$ cat config.mk
export PLATFORM = sky130hd
export DESIGN_NAME = nbb_combine
export DESIGN_NICKNAME = d
export VERILOG_FILES = /design/src/hdl/nbb_pkg.sv /design/src/hdl/nbb_combine.sv
export SDC_FILE = /design/constraint.sdc
export NUM_CORES = 1
export LEC_CHECK = 0
export BUFFER_PORTS_ARGS = -buffer_cell sky130_fd_sc_hd__buf_2
export CELL_PAD_IN_SITES_DETAIL_PLACEMENT = 0
export CELL_PAD_IN_SITES_GLOBAL_PLACEMENT = 2
export CORE_MARGIN = 2
export CORE_UTILIZATION = 34
export DETAILED_ROUTE_END_ITERATION = 10
export GPL_TIMING_DRIVEN = 0
export PLACE_DENSITY = 0.82
export SYNTH_ARGS = -nofsm -noshare
export SYNTH_HDL_FRONTEND = slang
export SYNTH_SLANG_ARGS = --single-unit
$ cat constraint.sdc
create_clock -name clock -period 4.8 [get_ports clock]
set_clock_uncertainty 0.15 [all_clocks]
set_input_delay 0.24 -clock clock [delete_from_list [all_inputs] [get_ports clock]]
set_output_delay 0.24 -clock clock [all_outputs]
set_load 0.05 [all_outputs]
$ cat src/hdl/nbb_pkg.sv
// Package for the NTT butterfly with Barrett reduction: widths, register
// indexes, operation codes and the item and side-band struct types.
// No dependencies; every other file of the block uses it.
package nbb_pkg;

   localparam int MOD_BITS       = 30;
   localparam int WORD_WIDTH     = 32;
   localparam int NUM_MODULI     = 4;
   localparam int DATA_BITS      = 30;
   localparam int CSR_INDEX_BITS = 3;

   // Product b*w or x*w, Barrett product h*m, signed residue, widened sum.
   localparam int PROD_BITS = WORD_WIDTH + MOD_BITS;
   localparam int HM_BITS   = 2 * WORD_WIDTH;
   localparam int RES_BITS  = 64;
   localparam int SUM_BITS  = RES_BITS + 1;

   // Pipeline: input, prep, five Barrett stages, combine, output register.
   localparam int NUM_STAGES = 9;
   localparam int ST_INPUT   = 0;
   localparam int ST_PREP    = 1;
   localparam int BAR_STAGES = 5;
   localparam int ST_CMB     = ST_PREP + BAR_STAGES + 1;
   localparam int CMB_STAGES = 2;

   localparam logic [MOD_BITS-1:0]   MODULUS_RESET = MOD_BITS'(64'd1 << (MOD_BITS - 1));
   localparam logic [WORD_WIDTH-1:0] BARRETT_RESET = WORD_WIDTH'(64'd1 << (MOD_BITS + 1));

   typedef enum logic [CSR_INDEX_BITS-1:0] {
      CSR_MODULUS_0 = 3'd0,
      CSR_MODULUS_1 = 3'd1,
      CSR_MODULUS_2 = 3'd2,
      CSR_MODULUS_3 = 3'd3,
      CSR_BARRETT_0 = 3'd4,
      CSR_BARRETT_1 = 3'd5,
      CSR_BARRETT_2 = 3'd6,
      CSR_BARRETT_3 = 3'd7
   } nbb_csr_type;

   typedef enum logic {
      OP_FORWARD = 1'b0,
      OP_INVERSE = 1'b1
   } nbb_op_type;

   typedef struct packed {
      nbb_op_type           operation;
      logic [1:0]           bank_index;
      logic [DATA_BITS-1:0] first_in;
      logic [DATA_BITS-1:0] second_in;
      logic [DATA_BITS-1:0] twiddle;
   } nbb_req_type;

   typedef struct packed {
      logic [DATA_BITS-1:0] first_out;
      logic [DATA_BITS-1:0] second_out;
   } nbb_rsp_type;

   // Travels beside the Barrett pipeline: what the final combine needs.
   typedef struct packed {
      nbb_op_type           operation;
      logic [DATA_BITS-1:0] first_in;
      logic [MOD_BITS-1:0]  modulus;
      logic [DATA_BITS:0]   sum;
   } nbb_side_type;

endpackage

$ cat src/hdl/nbb_combine.sv
// Butterfly combine: modular add and subtract of the product, halving for
// the inverse butterfly, and the result register. Uses nbb_pkg.
module nbb_combine (
   input  logic                                clock,
   input  logic [nbb_pkg::CMB_STAGES-1:0]      stage_en,
   input  logic signed [nbb_pkg::RES_BITS-1:0] residue,
   input  nbb_pkg::nbb_side_type               side_up,
   output nbb_pkg::nbb_rsp_type                rsp
);

   logic [nbb_pkg::SUM_BITS-1:0]  fsum, fdif;
   logic [nbb_pkg::DATA_BITS:0]   q_inc;
   logic [nbb_pkg::DATA_BITS-1:0] q_half;

   nbb_pkg::nbb_op_type           op7_ff;
   logic [nbb_pkg::MOD_BITS-1:0]  q7_ff;
   logic [nbb_pkg::DATA_BITS-1:0] fsum7_ff, fsum7_in;
   logic                          fsum_wrap7_ff, fsum_wrap7_in;
   logic [nbb_pkg::DATA_BITS-1:0] fdif7_ff, fdif7_in;
   logic                          fdif_wrap7_ff, fdif_wrap7_in;
   logic [nbb_pkg::DATA_BITS-1:0] half1_7_ff, half1_7_in;
   logic [nbb_pkg::DATA_BITS-1:0] half2_7_ff, half2_7_in;

   nbb_pkg::nbb_rsp_type          rsp8_ff, rsp8_in;

   always_comb begin
      fsum = nbb_pkg::SUM_BITS'(side_up.first_in) + nbb_pkg::SUM_BITS'(residue);
      fdif = nbb_pkg::SUM_BITS'(side_up.first_in) - nbb_pkg::SUM_BITS'(residue);
      // A negative sum reads as a huge unsigned value, so it wraps as well.
      fsum_wrap7_in = fsum >= nbb_pkg::SUM_BITS'(side_up.modulus);
      fdif_wrap7_in = residue[nbb_pkg::RES_BITS-1] || fdif[nbb_pkg::SUM_BITS-1];
      fsum7_in      = fsum[nbb_pkg::DATA_BITS-1:0];
      fdif7_in      = fdif[nbb_pkg::DATA_BITS-1:0];

      q_inc  = {1'b0, side_up.modulus} + (nbb_pkg::DATA_BITS+1)'(1);
      q_half = q_inc[nbb_pkg::DATA_BITS:1];
      half1_7_in = side_up.sum[nbb_pkg::DATA_BITS:1]
                 + (side_up.sum[0] ? q_half : '0);
      half2_7_in = residue[nbb_pkg::DATA_BITS:1] + (residue[0] ? q_half : '0);
   end

   always_comb begin
      if (op7_ff == nbb_pkg::OP_INVERSE) begin
         rsp8_in.first_out  = half1_7_ff;
         rsp8_in.second_out = half2_7_ff;
      end else begin
         rsp8_in.first_out  = fsum_wrap7_ff ? fsum7_ff - q7_ff : fsum7_ff;
         rsp8_in.second_out = fdif_wrap7_ff ? fdif7_ff + q7_ff : fdif7_ff;
      end
   end

   always_ff @(posedge clock) begin
      if (stage_en[0]) begin
         op7_ff        <= side_up.operation;
         q7_ff         <= side_up.modulus;
         fsum7_ff      <= fsum7_in;
         fsum_wrap7_ff <= fsum_wrap7_in;
         fdif7_ff      <= fdif7_in;
         fdif_wrap7_ff <= fdif_wrap7_in;
         half1_7_ff    <= half1_7_in;
         half2_7_ff    <= half2_7_in;
      end
      if (stage_en[1]) begin
         rsp8_ff <= rsp8_in;
      end
   end

   assign rsp = rsp8_ff;

endmodule

==> flow_metrics.tcl, run 1 <==
set metrics [dict create \
    drtPass1Iterations 6 \
    die_area_um2 58500 \
    layout-drive-gt1-share_pct 16.7 \
    syn_avg_cell_area_um2 9.05 \
    crit_chain "buf_8, ha_4, inv_2, fa_2, o21ba_4, a2111oi_4, o21ai_4, a31oi_4, buf_4, a31o_4, inv_1, nand2_1, a21oi_1, xnor2_1, ha_1, a211o_1, nor4_4, or3_4, o2111a_1, nand4_1, nor4_2, and4b_2, nand3_4" \
    finalWorstSetupSlack_ns -0.418 \
    grt_pass1_wl_mm 93.6 \
    cts.clk_slew.worst_paths_ns 0.06 \
    leakage_nw 9.65 \
    synth_edf_count 212 \
    core_area_um2 56200 \
    grt_pass1_vias 16463 \
    rr_startpoint "fsum7_ff[0]" \
    drt-initial-drc-count 1201 \
    grt_max_degree 94 \
    finalSetupViolCount 1 \
    yosysMostFrequentCell "edfxtp_1" \
    postRouteAntennaNets 0 \
    dp_slack_ns -1.84 \
    routedWlPerCell_um 19.6 \
    critPathArrivalTime_ns 5.32 \
    clk_path_buf_depth 3 \
    finalHoldViolations 0 \
    synth_top_area_share_pct 33.1 \
    synthTopCellsByArea "edfxtp_1, ha_1, xnor2_1, a21oi_1, o21ai_0" \
    routed_via_density 5.22 \
    setup_tns_ns -0.418 \
    critPathKind "in -> reg" \
    via_count 16645 \
    pin_count 219 \
    synth-seq-cells 212 \
    fin_crit_sh_pct 109 \
    stdcell_count 3190 \
    grt_setup_unrepaired "yes" \
    cp.buffers_inverters 4 \
    ys_warn_count 0 \
    initial_core_util_pct 34.3 \
    drv_cap 0 \
    p_per_area_nw_per_um2 321 \
    clock.fmax_mhz 192 \
    synth_top_cell_by_area "edfxtp_1" \
    cp_slowest_stage_delay_ns 0.45 \
    die_height_um 242 \
    port_buffers 209 \
    outcome "complete, but fails checks" \
    cp_max_fo 4 \
    die_w_um 242 \
    synthesis.area_um2 19200 \
    insertedDiodeCount 0 \
    maxSlewHeadroom_pct 35.5 \
    drc 0 \
    yosysSeqAreaShare_pct 33.1 \
    synth_cells 2127 \
    crit_path_end_kind "register" \
    routabilityCongestion 0.876 \
    synth_fp_nets 2499 \
    tightest_slew_ns 0.960 \
    finalWirelength_mm 62.6 \
    htree_levels 1 \
    ff_latch_area_um2 6370 \
    hold_class "in -> reg" \
    crit_start "side_up[61]" \
    slew_viol_final 0 \
    cts_tree "yes" \
    start_kind "primary input" \
    nFillCells 5617 \
    clk_latency_ns 0.54 \
    area_delta_synth_final_pct 20.4 \
    critPathSlowestCell "a2111oi_4" \
    dp_cells 3093 \
    clockRootBuffer "clkbuf_16" \
    path_delay_family "compound AO/OA/AOI/OAI gates" \
    rows 87 \
    clock_sinks 212 \
    worst-endpoint-required_ns 4.90 \
    violations "negative setup slack" \
    grt_overflow 0 \
    finalNetCount 2790 \
    multi_input_area_um2 12500 \
    synth_common_cells "edfxtp_1, ha_1, nand2_1" \
    ir_worst_vdd_uv 215 \
    async_flop_share_pct 0 \
    cts_buffers 22 \
    ys_types 102 \
    antenna_found_initial 1 \
    period_minus_slack_ns 5.22 \
    synthFlopType "edfxtp_1" \
    gr-usage-all-layers_pct 20.6 \
    worstHoldStart "residue[1]" \
    hpwl_mm 52.0 \
]
[worst reg2reg max path: cells and delay by family (launching register included)]
kind	cells	cell delay [ns]
AO/OA/AOI/OAI	10	2.23
adder cells (fa/ha/maj)	2	0.63
flip-flops	1	0.41
AND/OR/NAND/NOR	1	0.19
XOR/XNOR	1	0.16
buffers and inverters	1	0.08
[layout make-up]
cell class	count	share of cell area [%]
buffer	57	1.09
clock buffer	26	2.44
clock inverter	14	1.06
inverter	163	2.67
multi-input combinational	1688	53.8
sequential	212	27.5
tap	756	4.08
timing repair buffer	274	7.36
[through the flow]
stage	total power [mW]	cell area [um^2]	utilization [%]	hold slack [ns]
2_1_floorplan	4.53	19200	-	0.189
4_1_cts	7.42	22900	40.7	0.00213
3_5_place_dp	5.37	21300	37.9	0.269
6_report	7.45	23200	41.2	0.0126
5_1_grt	7.86	23200	41.2	0.0235
3_3_place_gp	5.34	21200	37.8	0.268
[path summary, 6_finish.rpt]
path                        end  slack [ns]  cells past startpoint
setup / recovery  fsum_wrap7_ff       -0.42                     23
hold / removal      fdif7_ff[1]        0.01                      3
setup reg to reg        rsp[58]        0.73                     15
hold reg to reg         rsp[44]        0.37                      2
[registers in the layout, summed over array words and instances, names as in the netlist]
name / cells
rsp: 60
fsum7_ff: 30
half1_7_ff: 30
half2_7_ff: 30
q7_ff: 30
fdif7_ff: 29
fdif_wrap7_ff: 1
fsum_wrap7_ff: 1
op7_ff: 1
[metal layers]
metal / up-vias / GRT usage, % / share of wire [%]
li1: 8347 / - / -
met1: 7820 / 27.6 / 46
met2: 386 / 35.1 / 47
met3: 90 / 1.65 / 3.9
met4: 2 / 7.03 / 3.4
met5: - / 0 / 0.021
[timing repair]
action	in CTS	in global routing
pin swaps	36	33
gates resized for setup	71	42
setup buffers	16	14
hold buffers	34	0
setup endpoints to repair	1	8
hold endpoints to repair	34	0
[cell families (layout without fill, tap and decap cells)]
logic type | after synthesis | in the layout | share of synthesized area, %
xor+xnor | 185 | 185 | 8.42
mux | 50 | 50 | 2.63
compound gates | 563 | 563 | 19.3
flops | 212 | 212 | 33.1
simple gates | 677 | 677 | 17.9
fa+ha+maj | 213 | 213 | 14.1
buf+inv | 227 | 534 | 4.61
[cells in the final DEF, fill, tap and decap left out, drive strengths merged, types with 31 or more instances in the layout]
| cell type | instances |
|---|---|
| nand2 | 161 |
| nand3 | 55 |
| nand4 | 31 |
| xor2 | 43 |
| dlygate4sd3 | 34 |
| inv | 163 |
| clkbuf | 69 |
| nor3 | 50 |
| edfxtp | 212 |
| o21ai | 147 |
| nor2 | 155 |
| mux2i | 45 |
| buf | 254 |
| nor2b | 96 |
| xnor2 | 142 |
| ha | 207 |
| a21oi | 149 |
| a21o | 44 |
[power breakdown]
part	total (mW)	switching (mW)	leakage [nW]	internal [mW]
Clock	1.94	0.760	0.382	1.18
Sequential	2.53	0.126	2.08	2.40
Combinational	2.98	1.83	7.18	1.16
Total	7.45	2.71	9.65	4.73
No activity file was read; power rests on OpenSTA's default activity.
==> run 2, diff against run 1 <==
- CORE_UTILIZATION: 34 -> 35
- CTS_BUF_LIST: default -> sky130_fd_sc_hd__clkbuf_2
- PLACE_DENSITY: 0.82 -> 0.84
==> flow_metrics.tcl, run 2 (same netlist as run 1, synthesis figures left out) <==
set metrics [dict create \
    p_switching_mw 2.78 \
    drt-initial-drc-count 1199 \
    die_w_um 238 \
    rr_endpoint "rsp[58]" \
    rows 85 \
    routedWlPerCell_um 19.3 \
    pin_count 219 \
    hold_class "in -> reg" \
    power_mw 6.99 \
    finalHoldViolations 0 \
    drc 0 \
    finalSetupViolCount 1 \
    worst-endpoint-required_ns 5.22 \
    gr-usage-all-layers_pct 22.6 \
    grt_setup_unrepaired "yes" \
    crit_path_end_kind "register" \
    die_height_um 238 \
    mostFrequentLayoutCells "dlygate4sd3_1, edfxtp_1, buf_2" \
    cts_buffers 49 \
    cts.clk_slew.worst_paths_ns 0.12 \
    seq_power_share_pct 36.1 \
    share_comb_of_total_power_pct 47.2 \
    drtPass1Iterations 7 \
    clock.fmax_mhz 206 \
    largest_register_ffs 60 \
    finalWorstSetupSlack_ns -0.0605 \
    maxSlewHeadroom_pct 32.7 \
    grt_pass1_wl_mm 98.8 \
    nFillCells 5161 \
    critPathArrivalTime_ns 5.28 \
    routabilityCongestion 0.899 \
    clk_path_buf_depth 3 \
    clock_sinks 212 \
    start_kind "primary input" \
    min_path_cells 4 \
    worstSetupEndpoint "fsum_wrap7_ff" \
    die_area_um2 56900 \
    p_per_area_nw_per_um2 278 \
    violations "negative setup slack" \
    fin_crit_sh_pct 101 \
    area_delta_synth_final_pct 30.6 \
    via_count 17977 \
    clockPowerShare_pct 16.7 \
    worstHoldStart "side_up[81]" \
    core_area_um2 54100 \
    leakage_nw 10.6 \
    grt_pass1_vias 17797 \
    netSwitchingFraction_pct 39.8 \
    rrSetupSlack_ns 0.68 \
    period_minus_slack_ns 4.86 \
    slew_viol_final 0 \
    tightest_slew_ns 1.01 \
    layout-drive-gt1-share_pct 16.8 \
    finalNetCount 3058 \
    cp_slowest_stage_delay_ns 0.33 \
    drv_cap 0 \
    crit_start "residue[3]" \
    final_common_cell "dlygate4sd3_1" \
    outcome "complete, but fails checks" \
    antenna_found_initial 2 \
    cp_max_fo 7 \
    port_buffers 209 \
    ir_worst_vdd_uv 117 \
    dp_slack_ns -1.79 \
    hpwl_mm 51.5 \
    routed_via_density 5.25 \
    cts_tree "yes" \
    critPathKind "in -> reg" \
    grt_overflow 0 \
    p_int_mw 4.21 \
    rr_startpoint "q7_ff[0]" \
    clockRootBuffer "clkbuf_2" \
    finalWirelength_mm 66.1 \
    grt_max_degree 93 \
    postRouteAntennaNets 0 \
    critPathSlowestCell "and4b_2" \
    rr_worst_depth 14 \
    initial_core_util_pct 35.5 \
    clk_latency_ns 0.92 \
    htree_levels 2 \
]
-- run 2: final cells by class --
cell class | count | area [um^2] | area share [%]
diodes | 4 | 10.0 | 0.0398
well taps | 696 | 871 | 3.46
plain buffers | 55 | 245 | 0.976
clock inverters | 26 | 134 | 0.533
flip-flops and latches | 212 | 6370 | 25.3
clock buffers | 61 | 305 | 1.21
inverters | 163 | 617 | 2.45
repair buffers | 517 | 4080 | 16.2
multi-input cells | 1688 | 12500 | 49.8
-- run 2: routing by layer --
| metal | part of all wire, % | global-route usage, % |
|---|---|---|
| met4 | 3.6 | 8.24 |
| met5 | 0 | 0 |
| met1 | 45 | 29.5 |
| met2 | 47 | 38.9 |
| met3 | 4.1 | 2.04 |
-- run 2: per-stage QoR --
step	TNS [ns]	hold slack [ns]	instance area, um^2	cells	util (%)
floorplan	0	0.189	19200	2127	-
global placement	-3.51	0.268	21200	3032	39.1
detailed placement	-3.62	0.271	21200	3033	39.2
CTS	0	0.000648	24700	3403	45.6
global route	-0.103	0.00361	25100	3419	46.4
finish	-0.0605	0.0552	25100	3422	46.4
-- run 2: power groups by stage --
stage                     Clock, mW  Combinational [mW]  Sequential, mW
after CTS                      1.22                3.18            2.52
after global routing           1.30                3.59            2.55
after detailed placement          0                2.79            2.56
final                          1.17                3.30            2.52
after global placement            0                2.76            2.57
after floorplan                   0                1.75            2.78
-- run 2: critical path, delay by kind of cell --
family | cells | cell delay (ns)
compound gates | 8 | 1.70
xor+xnor | 1 | 0.28
fa+ha+maj | 2 | 0.49
buf+inv | 4 | 0.46
simple gates | 12 | 2.11
-- run 2: worst min path at each step --
stage | end | slack [ns]
global placement | op7_ff | 0.27
CTS | fsum7_ff[23] | 0.0006
global route | fdif7_ff[20] | 0.004
detailed placement | op7_ff | 0.27
finish | fdif7_ff[20] | 0.06
floorplan | op7_ff | 0.19
-- run 2: repair_timing --
| item | CTS | global route |
|---|---|---|
| pin swaps | 35 | 38 |
| setup buffers | 27 | 14 |
| hold buffers | 262 | 4 |
| endpoints found under the hold margin | 333 | 3 |
| gates resized for setup | 47 | 71 |
| setup endpoints to repair | 1 | 18 |
